## config.mk

```make
export PLATFORM = sky130hd
export DESIGN_NAME = lsb_stego_payload_extractor
export DESIGN_NICKNAME = d
export VERILOG_FILES = /design/src/sv/lsbse_pkg.sv /design/src/sv/lsbse_parser.sv /design/src/sv/lsb_stego_payload_extractor.sv
export SDC_FILE = /design/constraint.sdc
export NUM_CORES = 1
export LEC_CHECK = 0
export ABC_AREA = 1
export BUFFER_PORTS_ARGS = -buffer_cell sky130_fd_sc_hd__buf_4
export CORE_ASPECT_RATIO = 0.75
export CORE_UTILIZATION = 52
export CTS_CLUSTER_DIAMETER = 40
export CTS_CLUSTER_SIZE = 16
export DETAILED_ROUTE_END_ITERATION = 16
export PLACE_DENSITY = 0.75
export SETUP_SLACK_MARGIN = 0.4
export SLEW_MARGIN = 20
export SYNTH_ARGS = -nofsm -noshare
export SYNTH_HDL_FRONTEND = slang
export SYNTH_HIERARCHICAL = 1
export SYNTH_SLANG_ARGS = --single-unit
```

## constraint.sdc

```tcl
create_clock -name clk_i -period 4.2 [get_ports clk_i]
set_clock_uncertainty 0.1 [all_clocks]
set_input_delay 0.21 -clock clk_i [delete_from_list [all_inputs] [get_ports clk_i]]
set_output_delay 0.21 -clock clk_i [all_outputs]
set_load 0.02 [all_outputs]
```

## src/sv/lsbse_pkg.sv

```systemverilog
// lsbse_pkg: types, codes and constants shared by the lsb stego payload extractor
// no dependencies

package lsbse_pkg;

  localparam int unsigned CHAR_BITS     = 8;
  localparam int unsigned SIZE_BITS_DEF = 32;
  localparam int unsigned HDR_W         = 10;
  localparam int unsigned MAGIC_W       = 16;
  localparam int unsigned CFG_IDX_W     = 1;
  localparam int unsigned CFG_DATA_W    = 16;
  localparam int unsigned BYTE_W        = 8;
  localparam int unsigned KIND_W        = 2;

  localparam logic [HDR_W-1:0]   HEADER_BYTES_RST = HDR_W'(54);
  localparam logic [MAGIC_W-1:0] MAGIC_VALUE_RST  = 16'h2A23;

  typedef enum logic [CFG_IDX_W-1:0] {
    REG_HEADER_BYTES = 1'b0,
    REG_MAGIC_VALUE  = 1'b1
  } reg_idx_e;

  typedef enum logic [2:0] {
    PH_HEADER   = 3'd0,
    PH_MAGIC    = 3'd1,
    PH_EXT_LEN  = 3'd2,
    PH_EXT      = 3'd3,
    PH_DATA_LEN = 3'd4,
    PH_DATA     = 3'd5,
    PH_DONE     = 3'd6
  } phase_e;

  typedef enum logic [KIND_W-1:0] {
    KIND_EXT  = 2'd0,
    KIND_DATA = 2'd1,
    KIND_ERR  = 2'd2
  } kind_e;

  typedef struct packed {
    kind_e             kind;
    logic [BYTE_W-1:0] value;
    logic              last;
  } result_t;

endpackage

```

## src/sv/lsbse_parser.sv

```systemverilog
// lsbse_parser: frame parser state and per-request next-state logic
// depends on lsbse_pkg

module lsbse_parser #(
  parameter int unsigned SIZE_BITS = lsbse_pkg::SIZE_BITS_DEF
) (
  input  logic                         clk_i,
  input  logic                         rst_ni,
  input  logic                         step_i,
  input  logic                         bit_i,
  input  logic                         start_of_image_i,
  input  logic [lsbse_pkg::HDR_W-1:0]  header_bytes_i,
  input  logic [lsbse_pkg::MAGIC_W-1:0] magic_value_i,
  output logic                         res_valid_o,
  output lsbse_pkg::result_t           res_o
);
  import lsbse_pkg::*;

  localparam int unsigned IDX_W = $clog2(SIZE_BITS);

  phase_e                 phase_q, phase_d;
  logic [HDR_W-1:0]       skip_q, skip_d;
  logic [SIZE_BITS-1:0]   acc_q, acc_d;
  logic [IDX_W-1:0]       idx_q, idx_d;
  logic [BYTE_W-1:0]      mlow_q, mlow_d;
  logic [SIZE_BITS-1:0]   rem_q, rem_d;
  logic                   msec_q, msec_d;

  phase_e                 ph;
  logic [HDR_W-1:0]       skip;
  logic [SIZE_BITS-1:0]   acc, acc_n, rem, rem_dec;
  logic [IDX_W-1:0]       idx;
  logic [BYTE_W-1:0]      mlow, word;
  logic                   msec, char_full, size_full;

  always_ff @(posedge clk_i or negedge rst_ni) begin
    if (!rst_ni) begin
      phase_q <= PH_HEADER;
      skip_q  <= '0;
      acc_q   <= '0;
      idx_q   <= '0;
      mlow_q  <= '0;
      rem_q   <= '0;
      msec_q  <= 1'b0;
    end else if (step_i) begin
      phase_q <= phase_d;
      skip_q  <= skip_d;
      acc_q   <= acc_d;
      idx_q   <= idx_d;
      mlow_q  <= mlow_d;
      rem_q   <= rem_d;
      msec_q  <= msec_d;
    end
  end

  always_comb begin
    // a new image restarts the parser on this very byte
    ph   = start_of_image_i ? PH_HEADER : phase_q;
    skip = start_of_image_i ? '0 : skip_q;
    acc  = start_of_image_i ? '0 : acc_q;
    idx  = start_of_image_i ? '0 : idx_q;
    mlow = start_of_image_i ? '0 : mlow_q;
    rem  = start_of_image_i ? '0 : rem_q;
    msec = start_of_image_i ? 1'b0 : msec_q;

    acc_n     = acc | (SIZE_BITS'(bit_i) << idx);
    word      = acc_n[BYTE_W-1:0];
    char_full = (idx == IDX_W'(CHAR_BITS - 1));
    size_full = (idx == IDX_W'(SIZE_BITS - 1));
    rem_dec   = rem - SIZE_BITS'(1);

    phase_d = ph;
    skip_d  = skip;
    acc_d   = acc;
    idx_d   = idx;
    mlow_d  = mlow;
    rem_d   = rem;
    msec_d  = msec;

    res_valid_o = 1'b0;
    res_o.kind  = KIND_EXT;
    res_o.value = '0;
    res_o.last  = 1'b0;

    if (ph == PH_HEADER) begin
      if (skip < header_bytes_i) begin
        skip_d = skip + HDR_W'(1);
      end else begin
        ph = PH_MAGIC;
        phase_d = PH_MAGIC;
      end
    end

    case (ph)
      PH_MAGIC: begin
        acc_d = acc_n;
        idx_d = idx + IDX_W'(1);
        if (char_full) begin
          idx_d = '0;
          acc_d = '0;
          if (!msec) begin
            mlow_d = word;
            msec_d = 1'b1;
          end else begin
            msec_d = 1'b0;
            if ({word, mlow} != magic_value_i) begin
              phase_d     = PH_DONE;
              res_valid_o = 1'b1;
              res_o.kind  = KIND_ERR;
              res_o.last  = 1'b1;
            end else begin
              phase_d = PH_EXT_LEN;
            end
          end
        end
      end
      PH_EXT_LEN, PH_DATA_LEN: begin
        acc_d = acc_n;
        idx_d = idx + IDX_W'(1);
        if (size_full) begin
          idx_d = '0;
          acc_d = '0;
          rem_d = acc_n;
          if (ph == PH_EXT_LEN) begin
            phase_d = (acc_n == '0) ? PH_DATA_LEN : PH_EXT;
          end else begin
            phase_d = (acc_n == '0) ? PH_DONE : PH_DATA;
          end
        end
      end
      PH_EXT, PH_DATA: begin
        acc_d = acc_n;
        idx_d = idx + IDX_W'(1);
        if (char_full) begin
          idx_d       = '0;
          acc_d       = '0;
          rem_d       = rem_dec;
          res_valid_o = 1'b1;
          res_o.kind  = (ph == PH_EXT) ? KIND_EXT : KIND_DATA;
          res_o.value = word;
          res_o.last  = (rem_dec == '0);
          if (rem_dec == '0) begin
            phase_d = (ph == PH_EXT) ? PH_DATA_LEN : PH_DONE;
          end
        end
      end
      default: begin
      end
    endcase
  end

endmodule

```

## src/sv/lsb_stego_payload_extractor.sv

```systemverilog
// lsb_stego_payload_extractor: top level, config registers and result register
// depends on lsbse_pkg and lsbse_parser

// Takes one image byte per cycle and recovers the frame hidden in bit 0 of the
// bytes after a configurable header: two magic characters, extension length,
// extension characters, payload length, payload bytes. Each extension character
// and payload byte comes out as one result (kind 0 or 1, last marks the end of
// a run); a magic mismatch gives one error result (kind 2) and the parser then
// ignores bytes until start_of_image_i. A request is taken while in_ready_o is
// high and its result appears in the output register on the next cycle;
// in_ready_o drops only while a held result is not taken, so the sustained rate
// is one byte per cycle, set by the single parser state update per request.
// Configuration is written through cfg_we_i, cfg_idx_i and cfg_data_i.

module lsb_stego_payload_extractor #(
  parameter int unsigned SIZE_BITS = lsbse_pkg::SIZE_BITS_DEF
) (
  input  logic                              clk_i,
  input  logic                              rst_ni,
  input  logic                              cfg_we_i,
  input  logic [lsbse_pkg::CFG_IDX_W-1:0]   cfg_idx_i,
  input  logic [lsbse_pkg::CFG_DATA_W-1:0]  cfg_data_i,
  input  logic                              in_valid_i,
  output logic                              in_ready_o,
  input  logic [lsbse_pkg::BYTE_W-1:0]      image_byte_i,
  input  logic                              start_of_image_i,
  output logic                              out_valid_o,
  input  logic                              out_ready_i,
  output logic [lsbse_pkg::KIND_W-1:0]      kind_o,
  output logic [lsbse_pkg::BYTE_W-1:0]      value_o,
  output logic                              last_o
);
  import lsbse_pkg::*;

  logic [HDR_W-1:0]   header_bytes_q;
  logic [MAGIC_W-1:0] magic_value_q;
  logic               step;
  logic               res_valid;
  result_t            res;
  logic               out_valid_q, out_valid_d;
  result_t            out_q;

  always_ff @(posedge clk_i or negedge rst_ni) begin
    if (!rst_ni) begin
      header_bytes_q <= HEADER_BYTES_RST;
      magic_value_q  <= MAGIC_VALUE_RST;
    end else if (cfg_we_i) begin
      case (reg_idx_e'(cfg_idx_i))
        REG_HEADER_BYTES: header_bytes_q <= cfg_data_i[HDR_W-1:0];
        REG_MAGIC_VALUE:  magic_value_q  <= cfg_data_i[MAGIC_W-1:0];
        default: begin
        end
      endcase
    end
  end

  assign in_ready_o = !out_valid_q || out_ready_i;
  assign step       = in_valid_i && in_ready_o;

  lsbse_parser #(
    .SIZE_BITS(SIZE_BITS)
  ) u_parser (
    .clk_i           (clk_i),
    .rst_ni          (rst_ni),
    .step_i          (step),
    .bit_i           (image_byte_i[0]),
    .start_of_image_i(start_of_image_i),
    .header_bytes_i  (header_bytes_q),
    .magic_value_i   (magic_value_q),
    .res_valid_o     (res_valid),
    .res_o           (res)
  );

  always_comb begin
    out_valid_d = out_valid_q;
    if (step) begin
      out_valid_d = res_valid;
    end else if (out_ready_i) begin
      out_valid_d = 1'b0;
    end
  end

  always_ff @(posedge clk_i or negedge rst_ni) begin
    if (!rst_ni) begin
      out_valid_q <= 1'b0;
    end else begin
      out_valid_q <= out_valid_d;
    end
  end

  always_ff @(posedge clk_i) begin
    if (step && res_valid) begin
      out_q <= res;
    end
  end

  assign out_valid_o = out_valid_q;
  assign kind_o      = out_q.kind;
  assign value_o     = out_q.value;
  assign last_o      = out_q.last;

endmodule

```

==> impl_metrics.csv <==
group,metric,value,unit
floorplan,die_w,160,um
yosys,seq_area_frac_synth,0.341,
worst_hold_path,hold_path.class,"in -> reg",
drt,ant_nets,0,
global_routing,grtUsageTotal,0.314,
global_routing,grt_pass1_wl,47300,um
final_layout,drive_gt1_frac,0.117,
drt,wl_per_cell,16.2,um
timing,worst_pin_slew,0.890,ns
global_routing,overflow,0,
timing,fin_crit_sh,0.824,
clock_network,insertion_delay,0.43,ns
yosys,synthArstFlopShare,0.915,
timing,timing.final.hold_violations,0,
global_routing,antenna_found_initial,0,
clock_network,htree_levels,4,
setup_path,crit_fanout,15,
final_layout,area_delta_synth_final,12.0,%
clock_network,clk_path_buf_depth,2,
clock_network,cts.repair.resized,0,
run,cap_violations,0,
yosys,syn_inst,1491,
drt,dr.pass1.iters,6,
global_routing,use_met3,0.0653,
timing,hold_slack,0.0145,ns
floorplan,core,0.0179,mm2
final_layout,final_util,0.605,
yosys,syn_nets,1537,
yosys,syn_area,0.00968,mm2
power_and_ir_drop,vdd_drop_max,0.222,mV
yosys,syn_avg_cell_area,6.49,um2
final_layout,final_common_cell,"nand2_1",
timing,slew_viol_final,0,
global_routing,grt_start_max_net_pins,77,
yosys,synthFlopType,"dfrtp_1",
drt,drtIter0Drc,1077,
status,outcome,"finished, final reports clean",
floorplan,die_area,0.0192,mm2
placement,hpwl,20700,um
placement,gp_congestion,0.974,
drt,wirelength,28900,um
power_and_ir_drop,p_leak,5.41,nW
global_routing,met1_usage,0.439,
setup_path,critical_path_arrival,3.51,ns
floorplan,start_util,0.540,
final_layout,layout.nets,1573,
yosys,synth-seq-cells,129,
timing,relSlewSlack,0.406,
clock_network,numClockSinks,129,
yosys,yosysUniqueCellTypes,39,
timing,tns,0,ns
clock_network,clock-root-buffer,"clkbuf_16",
drt,vias_per_cell,5.63,
clock_network,cts_made_buffers,17,
timing,max_freq,289,MHz
timing,setup_viol,0,
floorplan,row_count,42,
setup_path,crit_required,4.25,ns
placement,portBuffers,36,
floorplan,ios,44,
floorplan,die_height,120,um
drt,num_vias,10000,
yosys,synth_edf_count,11,
final_layout,diodes,0,
clock_network,cts_tree,"yes",
timing,fin_crit,3.46,ns
final_layout,mostFrequentLayoutCells,"nand2_1 (580), nor2_1 (148), inv_1 (123)",
setup_path,critPathLaunchType,"register",
drt,drcViolationCount,0,
global_routing,grt-busiest-layer,"met2",
setup_path,path_class,"reg -> reg",
timing,rsz0062_at_grt,"no",
clock_network,clk_pin_slew,0.07,ns
yosys,yosys_warnings,6,
final_layout,fillers,1622,
global_routing,grt_pass1_vias,9178,
global_routing,grtUsageMet2,0.482,
setup_path,endpoint_kind,"register",
power_and_ir_drop,power.density,345,mW/mm2
## per-stage QoR
step	setup WS [ns]	total power [mW]	cells	area [um2]
after global routing	0.469	3.92	1782	10800
after floorplan	0.758	2.05	1491	9680
final	0.739	3.74	1782	10800
after detailed placement	0.628	2.27	1726	10000
after CTS	0.724	3.74	1780	10800
after global placement	0.755	2.25	1726	10000
## state kept, by name, summed over array words and instances (netlist names)
register,cells
u_parser/acc_q,32
u_parser/rem_q,32
magic_value_q,16
header_bytes_q,10
u_parser/skip_q,10
u_parser/mlow_q,8
value_o,8
u_parser/idx_q,5
u_parser/phase_q,3
kind_o,2
last_o,1
out_valid_o,1
u_parser/msec_q,1
## kinds of logic (layout without fill, tap and decap cells)
group	after synthesis	count (layout)	share of synthesized area
buffers and inverters	201	250	0.0918
DFF	129	129	0.341
and+or+nand+nor	924	924	0.401
AOI/OAI and AO/OA	200	200	0.127
adders and majority gates	15	15	0.0194
xor gates and xnor gates	22	22	0.0199
## what timing repair did
action / CTS / global route
setup buffers: 0 / 2
hold buffers: 22 / 0
setup endpoints to repair: 0 / 7
hold endpoints to repair: 70 / 0
## cell usage after synthesis (2+ instances only)
cell,number,share of area
nand3_1,97,0.050
clkbuf_1,31,0.012
a41oi_1,18,0.016
buf_8,2,0.0031
dfrtp_1,108,0.28
nand3_2,2,0.0021
nand4_1,24,0.016
nor2_2,16,0.010
o22ai_1,12,0.0078
o221ai_1,2,0.0018
a21oi_1,33,0.017
inv_1,125,0.048
a31oi_1,4,0.0026
buf_2,15,0.0078
nor3_1,13,0.0067
o211ai_1,29,0.022
nand2_1,580,0.22
xnor2_1,9,0.0081
a221oi_1,3,0.0027
ha_1,15,0.019
o21ai_0,80,0.041
inv_2,8,0.0031
o21ai_1,5,0.0026
nor2_1,149,0.058
clkinv_1,5,0.0019
xor2_1,13,0.012
o21ai_2,11,0.010
nor2_4,7,0.0081
edfxtp_1,11,0.034
nand2_4,4,0.0047
o21a_1,3,0.0023
buf_6,10,0.012
dfstp_2,10,0.027
nand2_2,29,0.019
buf_4,4,0.0031
## final timing paths
check | start | end | slack, ns | cells after the start
min reg2reg | header_bytes_q[2] | header_bytes_q[2] | 0.36 | 2
max in group asynchronous | rst_ni | u_parser/rem_q[0] | 2.76 | 3
min in group asynchronous | rst_ni | u_parser/acc_q[30] | 0.23 | 2
min | cfg_idx_i | magic_value_q[0] | 0.01 | 3
max | header_bytes_q[5] | value_o[5] | 0.74 | 16
max reg2reg | header_bytes_q[5] | value_o[5] | 0.74 | 16
## critical path, cell delays in order, from the launching register on
cell and delay (ns):
dfstp_2 0.52, inv_1 0.04, ha_1 0.29, nand2_1 0.07
o21ai_0 0.15, nand2_1 0.06, nor3b_1 0.13, nand2_1 0.16
o21ai_2 0.11, nor2_1 0.24, inv_1 0.27, nor2_1 0.19
nand2_2 0.11, nand2_1 0.07, inv_1 0.05, nor2_1 0.36
buf_4 0.25
## power breakdown
group | internal [mW] | switching, mW | total, mW
registers | 1.35 | 0.0847 | 1.44
logic | 0.263 | 0.583 | 0.846
clock network | 0.808 | 0.643 | 1.45
## final cells by class
cell class | count | area (um2) | share of cell area
Multi-Input combinational cell | 1161 | 5500 | 0.507
Sequential cell | 129 | 3300 | 0.304
Timing Repair Buffer | 79 | 648 | 0.0598
Inverter | 139 | 524 | 0.0484
Clock buffer | 18 | 450 | 0.0416
Tap cell | 242 | 303 | 0.0279
Clock inverter | 14 | 118 | 0.0109
## per-layer routing
metal	vias up	part of all wire
li1	4888	-
met4	0	0.022
met2	442	0.44
met5	-	0
met3	46	0.090
met1	4650	0.45
(Power assumes the default switching activity.)
